**src/design/mvpe_pkg.sv**
```systemverilog
// ----------------------------------------------------------------------------
// mvpe_pkg: shared types and codes of the matrix-vector product engine
// Holds the input action codes, the configuration register indexes and the
// tag that travels with each matrix element down the multiply pipeline.
// ----------------------------------------------------------------------------
package mvpe_pkg;

    // Input action codes
    localparam logic ACT_LOAD   = 1'b0;
    localparam logic ACT_MATRIX = 1'b1;

    // Configuration register indexes
    localparam logic REG_NUM_COLS = 1'b0;
    localparam logic REG_NUM_ROWS = 1'b1;

    localparam int VAL_W   = 16;
    localparam int ROW_W   = 16;
    localparam int NCOL_W  = 11;
    localparam int ACC_W   = 42;
    localparam int PROD_W  = 2 * VAL_W;
    localparam int CFG_W   = 16;

    // Per-element control that follows the data through the pipeline
    typedef struct packed {
        logic             row_end;
        logic [ROW_W-1:0] row_index;
        logic             last_row;
    } mvpe_tag_t;

endpackage

```
**src/design/mvpe_seq.sv**
```systemverilog
// ----------------------------------------------------------------------------
// mvpe_seq: load position, column and row sequencing
// Turns each accepted item into a store write (load) or a store read plus a
// row tag (matrix element).
// ----------------------------------------------------------------------------
module mvpe_seq #(
    parameter int ADDR_W = 10
) (
    input  logic                        clk,
    input  logic                        rst_n,
    input  logic                        take,
    input  logic                        action,
    input  logic [ADDR_W:0]             cols,
    input  logic [mvpe_pkg::ROW_W-1:0]  rows,
    output logic                        mem_we,
    output logic [ADDR_W-1:0]           mem_waddr,
    output logic                        mem_re,
    output logic [ADDR_W-1:0]           mem_raddr,
    output mvpe_pkg::mvpe_tag_t         tag
);
    import mvpe_pkg::*;

    logic [ADDR_W-1:0] load_pos_reg, load_pos_next;
    logic [ADDR_W-1:0] col_cnt_reg, col_cnt_next;
    logic [ROW_W-1:0]  row_cnt_reg, row_cnt_next;

    logic [ADDR_W-1:0] lp_cur;
    logic [ADDR_W:0]   lp_inc;
    logic [ADDR_W:0]   col_inc;
    logic [ROW_W-1:0]  rc_cur;
    logic [ROW_W:0]    rc_inc;
    logic              row_end;
    logic              last;

    always_comb
    begin
        // Wrap a position left beyond a shortened vector
        lp_cur  = ({1'b0, load_pos_reg} >= cols) ? '0 : load_pos_reg;
        lp_inc  = {1'b0, lp_cur} + 1'b1;
        col_inc = {1'b0, col_cnt_reg} + 1'b1;
        row_end = !(col_inc < cols);
        rc_cur  = (row_cnt_reg >= rows) ? '0 : row_cnt_reg;
        rc_inc  = {1'b0, rc_cur} + 1'b1;
        last    = (rc_inc >= {1'b0, rows});

        load_pos_next = load_pos_reg;
        col_cnt_next  = col_cnt_reg;
        row_cnt_next  = row_cnt_reg;

        mem_we    = 1'b0;
        mem_re    = 1'b0;
        mem_waddr = lp_cur;
        mem_raddr = col_cnt_reg;

        tag.row_end   = row_end;
        tag.row_index = rc_cur;
        tag.last_row  = last;

        if (take)
        begin
            case (action)
                ACT_LOAD:
                begin
                    mem_we        = 1'b1;
                    load_pos_next = (lp_inc >= cols) ? '0 : lp_inc[ADDR_W-1:0];
                end
                ACT_MATRIX:
                begin
                    mem_re = 1'b1;
                    if (row_end)
                    begin
                        col_cnt_next = '0;
                        row_cnt_next = last ? '0 : rc_inc[ROW_W-1:0];
                    end
                    else
                    begin
                        col_cnt_next = col_inc[ADDR_W-1:0];
                    end
                end
                default:
                begin
                    mem_we = 1'b0;
                end
            endcase
        end
    end

    always_ff @(posedge clk or negedge rst_n)
    begin
        if (!rst_n)
        begin
            load_pos_reg <= '0;
            col_cnt_reg  <= '0;
            row_cnt_reg  <= '0;
        end
        else
        begin
            load_pos_reg <= load_pos_next;
            col_cnt_reg  <= col_cnt_next;
            row_cnt_reg  <= row_cnt_next;
        end
    end

endmodule

```
**config.mk**
```make
export PLATFORM = sky130hd
export DESIGN_NAME = mvpe_seq
export DESIGN_NICKNAME = d
export VERILOG_FILES = /design/src/design/mvpe_pkg.sv /design/src/design/mvpe_seq.sv
export SDC_FILE = /design/constraint.sdc
export NUM_CORES = 1
export LEC_CHECK = 0
export BUFFER_PORTS_ARGS = -buffer_cell sky130_fd_sc_hd__buf_4
export CAP_MARGIN = 20
export CORE_UTILIZATION = 30
export CTS_CLUSTER_SIZE = 20
export DETAILED_ROUTE_END_ITERATION = 12
export GPL_TIMING_DRIVEN = 0
export SYNTH_ARGS = -nofsm -noshare
export SYNTH_HDL_FRONTEND = slang
export SYNTH_SLANG_ARGS = --single-unit
export TNS_END_PERCENT = 20
```
**constraint.sdc**
```tcl
create_clock -name clk -period 13.9 [get_ports clk]
set_clock_uncertainty 0.1 [all_clocks]
set_input_delay 0 -clock clk [delete_from_list [all_inputs] [get_ports clk]]
set_output_delay 0 -clock clk [all_outputs]
set_load 0.02 [all_outputs]
```
# Yosys cells after proc, flatten, opt, wreduce, memory -nomap -nowiden
# Cells that the tools add are included.
# totals
regBits,36
word_cells,26
inputBits,31
# classes
order_cmp,5
n_addsub,3
n_mux,9
bitwise,2
reduce_logical,4
# ops
op,count
2-to-1 mux 16 bit,2
2-to-1 mux 10 bit,3
"adder 10 x 1 -> 11 bit, second input constant",2
"adder 16 x 1 -> 17 bit, second input constant",1
>= comparator 17 x 16 -> 1 bit,1
>= comparator 16 bit,1
>= comparator 10 x 11 -> 1 bit,1
>= comparator 11 bit,1
less-than comparator 11 bit,1
2-to-1 mux 1 bit,4
AND reduction 2 bit,2
AND reduction 3 bit,1
inverter 1 bit,2
logical NOT 1 bit,1

# Longest topological paths before layout
# depth
ltp_word,5
ltp_mapped,24
mapped_depth_nobuf,21

# Worst setup path after synthesis
# Ideal clock, no wire load.
# synth_path
kind,register -> register
start,reg row_cnt_reg[0]
end,reg row_cnt_reg[10]
path_buffers,2
t_required_ps,13734
stages_incl_launch_ff,24
slack_ps,8569
synth_period_minus_slack_ps,5331
arrival_ps,5164
path_cell_list,dfrtp_1 > inv_1 > ha_1 > nand2b_1 > a2111o_1 > o2111ai_2 > nand3_4 > buf_2 > buf_1 > nor2_1 > ha_1 > nand3_1 > nor2_2 > and3_1 > and3_1 > xnor2_1 > nor2_1 > ha_1 > nand4_1 > nor3_1 > a221oi_1 > o211ai_2 > nor4b_4 > a22o_1
# synth_rtl
element,line_no,text
from (decl),mvpe_seq.sv:25,"logic [ROW_W-1:0] row_cnt_reg, row_cnt_next;"
from (signal assigned),mvpe_seq.sv:100,row_cnt_reg <= row_cnt_next;

# Worst setup path after layout
# layout_path
start,reg row_cnt_reg[0]
end,reg row_cnt_reg[6]
# layout_between
elab_chain_cells,5
# layout_rtl
element,line_no,text
>= comparator 16 bit,mvpe_seq.sv:42,rc_cur = (row_cnt_reg >= rows) ? '0 : row_cnt_reg;
2-to-1 mux 16 bit *,mvpe_seq.sv:42,
adder 16 x 1 -> 17 bit *,mvpe_seq.sv:43,"rc_inc = {1'b0, rc_cur} + 1'b1;"
>= comparator 17 x 16 -> 1 bit,mvpe_seq.sv:44,"last = (rc_inc >= {1'b0, rows});"
2-to-1 mux 16 bit *,mvpe_seq.sv:73,row_cnt_next = last ? '0 : rc_inc[ROW_W-1:0];
# Every way passes the cells marked *; elsewhere a longest branch is shown, timed or not.
# A chain may end at the register's enable or synchronous reset.

==> results.md <==
- Status: complete, no violations
- DR WL/cell: roughly 14 um
- First-pass DRT Iterations: 4
- Final setup TNS: 0 ns
- HPWL after DPL: ~8700 um
- Post-synth EDFFs: 0
- Gr usage total: between 15 and 20%
- Setup violators final: 0
- Synth Instances: ~490
- Total gr overflow: 0
- Leading cell type in the layout, fill and taps excluded: buf_4
- Initial antenna violation count: 0
- GP Congestion: roughly 0.86
- Number of synthesized register bits: 36
- Worst skew pair latency: 0.28 ns
- Die width: between 100 and 150 um
- Crit path max-delay cell type: nor4b_4
- Pwr Density: ~87 nW/um^2
- Crit path DAT: between 6 and 7 ns
- Max-cap violations: 0
- Worst hold path type: in -> async
- PostCTS Resize Cnt: 0
- Diode count: 0
- Vias in the first global route: around 3.7k
- H-tree depth: 2
- CTS buffer count: 5
- Switching share of power: a little over a third
- Min cycle time layout: 6.17 ns
- I/O pins: 71
- Post-Syn Area: between 3000 and 4000 um^2
- Avg Synthesized Cell Area: between 8 and 9 um^2
- Post-synth net total: roughly 590
- CP max FO: 10
- Unrepaired setup endpoints after global routing: false
- Cell leakage power: about 2.5 nW
- Nets: approximately 670
- WL final: between 10000 and 15000 um
- CTS sink cnt: 36
- CP peak stage delay: 0.67 ns
- Row count: slightly above 40
- Clock transition at the registers of the reported paths: around 0.060 ns
- Flop pwr share: 32.2%
- TritonCTS clock tree: done
- Int Pwr: 0.271 mW
- Fraction of layout cells with a size suffix above 1: 16.5%
- Fin crit share: between 40% and 50%
- CP endpoint kind: register
- Slew headroom: between 40% and 50%
- Die Span Y: approximately 120 um
- Max FFs per register: 16
- Synth Warn #: 0
- Setup bufs post-CTS: 0
- Final core utilization: 38.3%
- Antenna viol nets, final: 0
- Peak Freq: between 150 and 200 MHz
- Asr flop ratio synth: 100%
- Crit-path cells: inv_1 > ha_1 > nand2b_1 > a2111o_1 > o2111ai_2 > nand3_4 > buf_2 > buf_1 > nor2_1 > ha_1 > nand3_1 > nor2_2 > and3_1 > and3_1 > xnor2_1 > nor2_1 > ha_1 > nand4_1 > nor3_1 > a221oi_1 > o211ai_2 > nor4b_4 > a22o_1
- Startpoint types: register
- Req. time, crit path: about 14 ns
- PortBufs: 70
- Clock power share: between 30% and 40%
- CTS root buf: clkbuf_16
- Vias per cell: 5.17
- Core ar.: between 10000 and 15000 um^2
- Comb pwr share: 37.5%
- Synth cell types: 51
- Post-route DRC violation count: 0
- Via Count: 3833
- Largest net degree at the start of global routing: 37
- Maximum vdd ir drop: approximately 0.037 mV
- Initial core utilization: a little under a third
- Critical path class: reg -> reg
- P_sw: about 0.15 mW
- Final Max Slew Viols: 0
- Ys flop type: dfrtp_1
- Max clock buf depth: 2
- Area Growth Syn to Fin: 23.1%
- Sequential area share after synthesis: ~23%
- First-pass GRT wire length: 17700 um
- Least-Margin Pin Slew: 0.780 ns
- Hold Fails Final Rpt: 0
- Initial DRC count: 194
- Most frequent cells in the layout: buf_4 (73), ha_1 (66), nand2_1 (47), nor2_1 (42), inv_1 (41)
- Area of the die: between 10000 and 15000 um^2
- Most frequent CP cell: ha_1
[per-layer routing]
metal | part of all wire, % | track usage [%]
met4 | 1.5 | 4.81
met5 | 0 | 0
met2 | 48 | 28.8
met1 | 47 | 21.1
met3 | 3.5 | 2.06
[repair_timing]
action / 4_1_cts / 5_1_grt
setup endpoints to repair: 0 / 0
hold buffers: 1 / 0
endpoints found under the hold margin: 36 / 0
[final timing paths]
check | start | end | slack [ns] | cells after the start
setup reg to reg | row_cnt_reg[0] | row_cnt_reg[6] | 7.73 | 23
min in group clk | action | mem_raddr[3] | 0.17 | 5
hold / removal | rst_n | mem_raddr[0] | 0.13 | 2
setup / recovery | row_cnt_reg[0] | row_cnt_reg[6] | 7.73 | 23
max in group asynchronous | rst_n | load_pos_reg[7] | 13.21 | 2
hold reg to reg | load_pos_reg[1] | load_pos_reg[1] | 0.46 | 2
[final cells by class]
cell class / instances / area, um^2
fill: 1360 / 7850
multi-input combinational: 396 / 2810
sequential: 36 / 901
timing repair buffer: 71 / 536
tap: 172 / 215
inverter: 41 / 154
clock buffer: 6 / 129
buffer: 18 / 86.3
clock inverter: 2 / 35.0
[critical path: cells and delay by family (launching register included)]
kind / cells / cell delay, ns
simple gates: 11 / 2.62
compound gates: 5 / 1.41
fa+ha+maj: 3 / 0.87
buf+inv: 3 / 0.57
flops: 1 / 0.37
xor+xnor: 1 / 0.14
[through the flow]
stage / total power, mW / setup slack (ns) / hold slack (ns) / std cells / cell area [um^2]
detailed placement: 0.297 / 7.74 / -0.0919 / 733 / 4690
finish: 0.422 / 7.73 / 0.134 / 742 / 4870
CTS: 0.428 / 7.71 / 0.155 / 742 / 4870
floorplan: 0.238 / 8.57 / -0.396 / 491 / 3950
global route: 0.456 / 7.23 / 0.204 / 742 / 4870
global placement: 0.291 / 7.84 / -0.104 / 733 / 4690
[power by group through the flow]
stage               Clock, mW  Sequential [mW]  Combinational [mW]
floorplan                   0            0.139              0.0992
global placement            0            0.137               0.155
detailed placement          0            0.137               0.160
CTS                     0.131            0.136               0.161
global route            0.136            0.138               0.182
finish                  0.128            0.136               0.159
[cell usage after synthesis, types with 3 or more instances]
library cell	number	area share, %
ha_1	66	21
nand2_1	47	4.5
nor2_1	42	4.0
inv_1	41	3.9
dfrtp_1	36	23
o21ai_0	28	3.5
a21oi_1	21	2.7
nand3_1	17	2.2
xnor2_1	15	3.3
a21o_1	14	2.7
a22o_1	14	3.1
nor2b_1	14	2.2
and2_1	11	1.7
and3_1	11	1.7
a211oi_1	10	1.9
nor3_1	10	1.3
clkbuf_1	8	0.76
o41ai_1	8	1.8
nand2b_1	7	1.1
xor2_1	7	1.6
buf_2	6	0.76
nand4_1	5	0.79
o22ai_1	5	0.79
o31ai_1	4	0.76
a31oi_1	3	0.47
buf_4	3	0.57
nor3b_1	3	0.57
o211ai_1	3	0.57
o21a_1	3	0.57
o32ai_1	3	0.66
or3_1	3	0.47
[logic make-up after synthesis]
kind of cell	after synthesis	share of synthesized area, %
AO/OA/AOI/OAI	129	22.6
XOR/XNOR	22	4.87
flip-flops	36	22.8
adder cells (fa/ha/maj)	66	20.9
AND/OR/NAND/NOR	179	22.8
buffers and inverters	59	6.08
No activity file was read; power rests on OpenSTA's default activity.
