--- src/design/mvpe_pkg.sv ---
// ----------------------------------------------------------------------------
// mvpe_pkg: shared types and codes of the matrix-vector product engine
// Holds the input action codes, the configuration register indexes and the
// tag that travels with each matrix element down the multiply pipeline.
// ----------------------------------------------------------------------------
package mvpe_pkg;

    // Input action codes
    localparam logic ACT_LOAD   = 1'b0;
    localparam logic ACT_MATRIX = 1'b1;

    // Configuration register indexes
    localparam logic REG_NUM_COLS = 1'b0;
    localparam logic REG_NUM_ROWS = 1'b1;

    localparam int VAL_W   = 16;
    localparam int ROW_W   = 16;
    localparam int NCOL_W  = 11;
    localparam int ACC_W   = 42;
    localparam int PROD_W  = 2 * VAL_W;
    localparam int CFG_W   = 16;

    // Per-element control that follows the data through the pipeline
    typedef struct packed {
        logic             row_end;
        logic [ROW_W-1:0] row_index;
        logic             last_row;
    } mvpe_tag_t;

endpackage

--- src/design/mvpe_mac.sv ---
// ----------------------------------------------------------------------------
// mvpe_mac: multiply-accumulate pipeline and result register
// Stage 1 waits for store data, stage 2 holds the product, then the row
// accumulator adds it and hands finished rows to the output register.
// ----------------------------------------------------------------------------
module mvpe_mac (
    input  logic                               clk,
    input  logic                               rst_n,
    input  logic                               in_take,
    input  logic signed [mvpe_pkg::VAL_W-1:0]  in_value,
    input  mvpe_pkg::mvpe_tag_t                in_tag,
    input  logic [mvpe_pkg::VAL_W-1:0]         vec_data,
    output logic                               s1_free,
    output logic                               out_valid,
    input  logic                               out_stall,
    output logic signed [mvpe_pkg::ACC_W-1:0]  row_sum,
    output logic [mvpe_pkg::ROW_W-1:0]         row_index,
    output logic                               last_row
);
    import mvpe_pkg::*;

    logic                     s1_valid_reg;
    logic signed [VAL_W-1:0]  s1_val_reg;
    mvpe_tag_t                s1_tag_reg;

    logic                     s2_valid_reg;
    logic signed [PROD_W-1:0] prod_reg;
    mvpe_tag_t                s2_tag_reg;

    logic [ACC_W-1:0]         acc_reg;
    logic [ACC_W-1:0]         acc_sum;

    logic                     out_valid_reg;
    logic [ACC_W-1:0]         row_sum_reg;
    logic [ROW_W-1:0]         row_index_reg;
    logic                     last_row_reg;

    logic                     s2_block;
    logic                     s2_free;
    logic                     s2_fire;
    logic                     emit;

    always_comb
    begin
        // Only a row-ending element waits on a full, stalled result register
        s2_block = s2_valid_reg && s2_tag_reg.row_end && out_valid_reg && out_stall;
        s2_free  = !s2_valid_reg || !s2_block;
        s1_free  = !s1_valid_reg || s2_free;
        s2_fire  = s2_valid_reg && !s2_block;
        emit     = s2_fire && s2_tag_reg.row_end;
        acc_sum  = acc_reg + {{(ACC_W-PROD_W){prod_reg[PROD_W-1]}}, prod_reg};
    end

    // Payload stages
    always_ff @(posedge clk)
    begin
        if (s1_free && in_take)
        begin
            s1_val_reg <= in_value;
            s1_tag_reg <= in_tag;
        end
        if (s2_free && s1_valid_reg)
        begin
            prod_reg   <= PROD_W'(s1_val_reg) * PROD_W'($signed(vec_data));
            s2_tag_reg <= s1_tag_reg;
        end
        if (emit)
        begin
            row_sum_reg   <= acc_sum;
            row_index_reg <= s2_tag_reg.row_index;
            last_row_reg  <= s2_tag_reg.last_row;
        end
    end

    // Control and accumulator
    always_ff @(posedge clk or negedge rst_n)
    begin
        if (!rst_n)
        begin
            s1_valid_reg  <= 1'b0;
            s2_valid_reg  <= 1'b0;
            out_valid_reg <= 1'b0;
            acc_reg       <= '0;
        end
        else
        begin
            if (s1_free)
            begin
                s1_valid_reg <= in_take;
            end
            if (s2_free)
            begin
                s2_valid_reg <= s1_valid_reg;
            end
            if (s2_fire)
            begin
                acc_reg <= s2_tag_reg.row_end ? '0 : acc_sum;
            end
            if (emit)
            begin
                out_valid_reg <= 1'b1;
            end
            else if (!out_stall)
            begin
                out_valid_reg <= 1'b0;
            end
        end
    end

    assign out_valid = out_valid_reg;
    assign row_sum   = row_sum_reg;
    assign row_index = row_index_reg;
    assign last_row  = last_row_reg;

endmodule

--- config.mk ---
export PLATFORM = sky130hd
export DESIGN_NAME = mvpe_mac
export DESIGN_NICKNAME = d
export VERILOG_FILES = /design/src/design/mvpe_pkg.sv /design/src/design/mvpe_mac.sv
export SDC_FILE = /design/constraint.sdc
export NUM_CORES = 1
export LEC_CHECK = 0
export BUFFER_PORTS_ARGS = -buffer_cell sky130_fd_sc_hd__buf_2
export CORE_UTILIZATION = 25
export CTS_CLUSTER_DIAMETER = 80
export DETAILED_ROUTE_END_ITERATION = 8
export PLACE_DENSITY = 0.51
export SYNTH_ARGS = -nofsm -noshare
export SYNTH_HDL_FRONTEND = slang
export SYNTH_SLANG_ARGS = --single-unit
export TNS_END_PERCENT = 10
--- constraint.sdc ---
create_clock -name clk -period 6.8 [get_ports clk]
set_clock_uncertainty 0.2 [all_clocks]
set_input_delay 2.04 -clock clk [delete_from_list [all_inputs] [get_ports clk]]
set_output_delay 2.04 -clock clk [all_outputs]
set_load 0.01 [all_outputs]
== Word-level counts from Yosys, hierarchy flattened ==
Index checks and enable logic that the tools add are counted.
Word-level totals
  output and inout port bits: 61
  word-level logic and storage cells: 33
  register bits after elaboration: 188
Operators by class
  add/subtract/negate cells: 1
  multiply operators: 1
  equal/unequal tests: 1
  mux-type cells: 3
  reductions and logical operators: 12
Operators with widths (count)
  42-bit adder: 1
  42-bit 2-to-1 mux: 1
  16-bit by 16-bit multiplier with 32-bit output: 1
  1-bit logical AND: 7
  1-bit zero test: 3
  1-bit logical OR: 2
  1-bit 2-to-1 mux: 2
  2-bit by 1-bit != test with 1-bit output (second input constant): 1

== Longest topological paths before layout ==
  depth after elaboration: 7
  mapped depth: 24
  gate-level depth less buffers: 23

== Worst setup path before layout ==
No wires, ideal clock.
  path kind: input -> register
  start: input port vec_data[1] (netlist name)
  end: register prod_reg[30] (data pin)
  arrival time: 7444 ps
  library setup time: 269 ps
  path slack: -1113 ps
  stages on the path: 21
  path through: clkbuf_1 -> nand2_1 -> inv_1 -> fa_1 -> fa_1 -> fa_1 -> fa_1 -> fa_1 -> inv_1 -> fa_1 -> inv_1 -> ha_1 -> nand4_1 -> nor2_1 -> nand2_1 -> a21oi_1 -> o221ai_1 -> a2111oi_2 -> nor2_1 -> o31ai_1 -> xor2_1
Between the ends
  cells in the longest elaborated chain, start to end: 1
Ends and longest elaborated chain
  from (decl): line mvpe_mac.sv:12  | input logic [mvpe_pkg::VAL_W-1:0] vec_data,
  16-bit by 16-bit multiplier with 32-bit output: line mvpe_mac.sv:64  | prod_reg <= PROD_W'(s1_val_reg) * PROD_W'($signed(vec_data));
  to (signal assigned): line mvpe_mac.sv:64
  to (decl): line mvpe_mac.sv:27  | logic signed [PROD_W-1:0] prod_reg;
No other way between the ends.
A chain may end at the register's enable or synchronous reset.

== Final worst setup path ==
  start: input port vec_data[5] (netlist name)
  end: register prod_reg[30] (data pin)
Same word-level chain as after synthesis.

==> metrics.log <==
INFO  metric run_status = finished with violations
INFO  metric violations_in_the_final_reports = negative setup slack
INFO  metric tritoncts = done
INFO  metric yosysMostFrequentCell = sky130_fd_sc_hd__inv_1
INFO  metric initialDrtViolationCount = 573
INFO  metric post_cts_hold_buffer_count = 0
INFO  metric startpoint_type = input pin
INFO  metric synth.net_count = 2123
INFO  metric synthesis.area = 18100 sq um
INFO  metric worst_setup_hold_path_clk_slew = 0.08 ns
INFO  metric numPortBuffers = 114
INFO  metric ios = 115
INFO  metric endpoint_kind = flip-flop
INFO  metric clockBufferDepth = 2
INFO  metric crit_path_cell_trace = buf_4 > and2_1 > fa_1 > fa_1 > fa_1 > fa_1 > fa_1 > inv_1 > fa_1 > inv_1 > ha_1 > nand2_1 > nor2_2 > nand2_2 > a21oi_4 > o221ai_4 > a2111oi_4 > nor2_1 > o31ai_1 > xor2_1
INFO  metric yosys.cell_types.count = 60
INFO  metric maxClockFrequency = 0.136 GHz
INFO  metric synth_warnings = 0
INFO  metric grt_pass1_vias = 13500
INFO  metric post-dp-hpwl = 36600 microns
INFO  metric ctsHtreeMaxLevel = 4
INFO  metric synth.largest_area_cell = sky130_fd_sc_hd__fa_1
INFO  metric worstSkewPairLatency = 0.49 ns
INFO  metric holdCritPathClass = reg -> reg
INFO  metric floorplan.die.height = 271 microns
INFO  metric synthCells = 1683
INFO  metric post_synth_edffs = 143
INFO  metric dpl_worst_slack = -1.28 ns
INFO  metric number_of_antenna_violations_at_the_first_check_in_global_routing = 1
INFO  metric critical-path-max-stage-delay = 0.66 ns
INFO  metric synthToLayoutAreaGrowth = 20.2%
INFO  metric drc = 0
INFO  metric critical_path.n_buffers_inverters = 3
INFO  metric final_core_utilization = 30.4%
INFO  metric core = 71500 sq um
INFO  metric share_of_the_synthesized_area_in_the_top_cell_type = 29.1%
INFO  metric critPathMaxFanout = 12
INFO  metric worst_path_max_delay_cell = sky130_fd_sc_hd__fa_1
INFO  metric row_count = 98
INFO  metric synth.area.top_cells = sky130_fd_sc_hd__fa_1 29%, sky130_fd_sc_hd__edfxtp_1 24%, sky130_fd_sc_hd__ha_1 8.5%, sky130_fd_sc_hd__inv_1 6.5%, sky130_fd_sc_hd__dfrtp_1 6.2%
INFO  metric drt_wl_total = 45100 microns
INFO  metric grt_ovf = 0
INFO  metric postSynthAreaPerCell = 10.7 sq um
INFO  metric nets = 2342
INFO  metric worstMarginPinSlew = 0.829 ns
INFO  metric cp_data_required_time = 6.83 ns
INFO  metric die_area = 73400 sq um
INFO  metric final-setup-viol-count = 14
INFO  metric post_drt_via_cell_ratio = 4.26
INFO  metric initial_core_util = 25.3%
INFO  metric hold_slack = 0.206 ns
INFO  metric final_max_slew_viol_count = 0
INFO  metric drive_gt1_share = 19.2%
INFO  metric clkSinkCount = 188
INFO  metric pin_count_of_the_biggest_net_entering_global_routing = 60
INFO  metric synth_ff_type = sky130_fd_sc_hd__edfxtp_1
INFO  metric die_width = 271 microns
INFO  metric grtUsageTotal = 13.0%
INFO  metric detail-route-antenna-nets = 0
INFO  metric rsz0062_at_grt = true
INFO  metric wl_per_cell = 15.7 microns
INFO  metric numCtsBuffers = 17
INFO  metric period_share = 108%
INFO  metric proportion_of_register_bits_with_asynchronous_set_or_reset_after_synthesis = 23.9%
INFO  metric gpl.final_weighted_congestion = 0.859
INFO  metric via_count = 12200
INFO  metric synth_common_cells = 312 x sky130_fd_sc_hd__inv_1, 263 x sky130_fd_sc_hd__fa_1, 168 x sky130_fd_sc_hd__nand2_1
INFO  metric clock_tree.root_cell = sky130_fd_sc_hd__clkbuf_16
INFO  metric finalSetupTns = -4.17 ns
INFO  metric yosysSeqAreaShare = 30.0%
INFO  metric critical_path.top_delay_family = adder cells
INFO  metric fin_ws = -0.560 ns
INFO  metric cp.arrival = 7.39 ns
INFO  metric grt_first_pass_wirelength = 74400 microns
INFO  metric relSlewSlack = 44.7%
INFO  metric postSynthRegisterBits = 188
INFO  metric timing_worst_setup_path_type = in -> reg
INFO  metric finalHoldViolations = 0
INFO  metric cp_common_cell = sky130_fd_sc_hd__fa_1
INFO  metric finalWorstPathRequiredPeriod = 7.36 ns
INFO  metric timing.max_cap.violations = 0
INFO  metric drt_first_pass_iters = 5
==> worst reg2reg max path, stage by stage (launching register included) <==
cell and delay (ns):
sky130_fd_sc_hd__edfxtp_1 0.67, sky130_fd_sc_hd__and2_4 0.31, sky130_fd_sc_hd__fa_1 0.53, sky130_fd_sc_hd__inv_1 0.06, sky130_fd_sc_hd__fa_1 0.52, sky130_fd_sc_hd__inv_1 0.05, sky130_fd_sc_hd__fa_1 0.54, sky130_fd_sc_hd__fa_2 0.45
sky130_fd_sc_hd__fa_1 0.48, sky130_fd_sc_hd__inv_1 0.05, sky130_fd_sc_hd__fa_1 0.49, sky130_fd_sc_hd__inv_2 0.05, sky130_fd_sc_hd__ha_4 0.26, sky130_fd_sc_hd__a21o_1 0.13, sky130_fd_sc_hd__nand4_1 0.14, sky130_fd_sc_hd__a31oi_2 0.18
sky130_fd_sc_hd__or3_4 0.17, sky130_fd_sc_hd__o221ai_4 0.12, sky130_fd_sc_hd__a2111oi_4 0.41, sky130_fd_sc_hd__nor2_1 0.11, sky130_fd_sc_hd__o31ai_1 0.25, sky130_fd_sc_hd__xor2_1 0.11
==> logic make-up after synthesis <==
group,synth area share (%)
simple gates,11.1
flops,30.0
buf+inv,7.69
fa+ha+maj,37.6
xor+xnor,3.72
compound gates,9.89
==> layout make-up <==
cell class,instances,area [sq um]
Fill cell,7314,49700
Multi-Input combinational cell,1125,11600
Sequential cell,188,5420
Timing Repair Buffer,258,1760
Tap cell,950,1190
Inverter,312,1170
Clock buffer,20,458
Clock inverter,12,148
Antenna cell,4,10.0
==> final timing paths <==
check	startpoint	end	slack [ns]	cells past startpoint
setup reg to reg	s1_val_reg[5]	prod_reg[30]	0.30	21
hold reg to reg	s1_tag_reg[4]	s2_tag_reg[4]	0.21	0
setup / recovery	vec_data[5]	prod_reg[30]	-0.56	20
min in group asynchronous	rst_n	acc_reg[6]	1.49	2
max in group asynchronous	rst_n	acc_reg[25]	4.45	2
hold / removal	s1_tag_reg[4]	s2_tag_reg[4]	0.21	0
==> per-layer routing <==
layer	routed length [microns]	global-route usage [%]
met5	13	0
met3	1390	2.14
met1	21400	17.2
met2	21500	21.8
met4	737	3.58
==> cells in the final DEF (no fill, tap or decap), types with 5 or more instances in the layout <==
master	n
sky130_fd_sc_hd__nand3_1	10
sky130_fd_sc_hd__nor3_1	11
sky130_fd_sc_hd__ha_4	8
sky130_fd_sc_hd__and2_1	121
sky130_fd_sc_hd__fa_2	10
sky130_fd_sc_hd__a22o_1	33
sky130_fd_sc_hd__nand2_1	164
sky130_fd_sc_hd__clkbuf_16	18
sky130_fd_sc_hd__a31o_1	5
sky130_fd_sc_hd__o21bai_1	14
sky130_fd_sc_hd__nor2_1	36
sky130_fd_sc_hd__a21oi_1	59
sky130_fd_sc_hd__dfrtp_1	45
sky130_fd_sc_hd__buf_6	8
sky130_fd_sc_hd__fa_1	253
sky130_fd_sc_hd__o21ai_0	23
sky130_fd_sc_hd__inv_2	6
sky130_fd_sc_hd__xnor2_1	51
sky130_fd_sc_hd__a21o_1	40
sky130_fd_sc_hd__and2_4	7
sky130_fd_sc_hd__ha_1	115
sky130_fd_sc_hd__a21oi_2	9
sky130_fd_sc_hd__and3_1	5
sky130_fd_sc_hd__nand2b_1	16
sky130_fd_sc_hd__buf_2	102
sky130_fd_sc_hd__xor2_1	24
sky130_fd_sc_hd__edfxtp_1	143
sky130_fd_sc_hd__a31oi_1	5
sky130_fd_sc_hd__inv_1	305
sky130_fd_sc_hd__o21ai_1	15
sky130_fd_sc_hd__a211oi_1	5
sky130_fd_sc_hd__buf_4	144
sky130_fd_sc_hd__nand4_1	13
==> metrics by stage <==
stage,cell area (sq um),cells
2_1_floorplan,18200,1683
3_3_place_gp,20800,2826
3_5_place_dp,20800,2826
4_1_cts,21600,2861
5_1_grt,21700,2865
6_report,21700,2869
==> repair_timing <==
item                                    4_1_cts  5_1_grt
pin swaps                                    29       28
setup buffers                                 3        4
resized for setup                            47       26
endpoints found under the hold margin         0        0
endpoints found under the setup margin       16       18
Power is not shown: default switching activity piles up to over one toggle a cycle in this logic, so the estimate is an artifact.
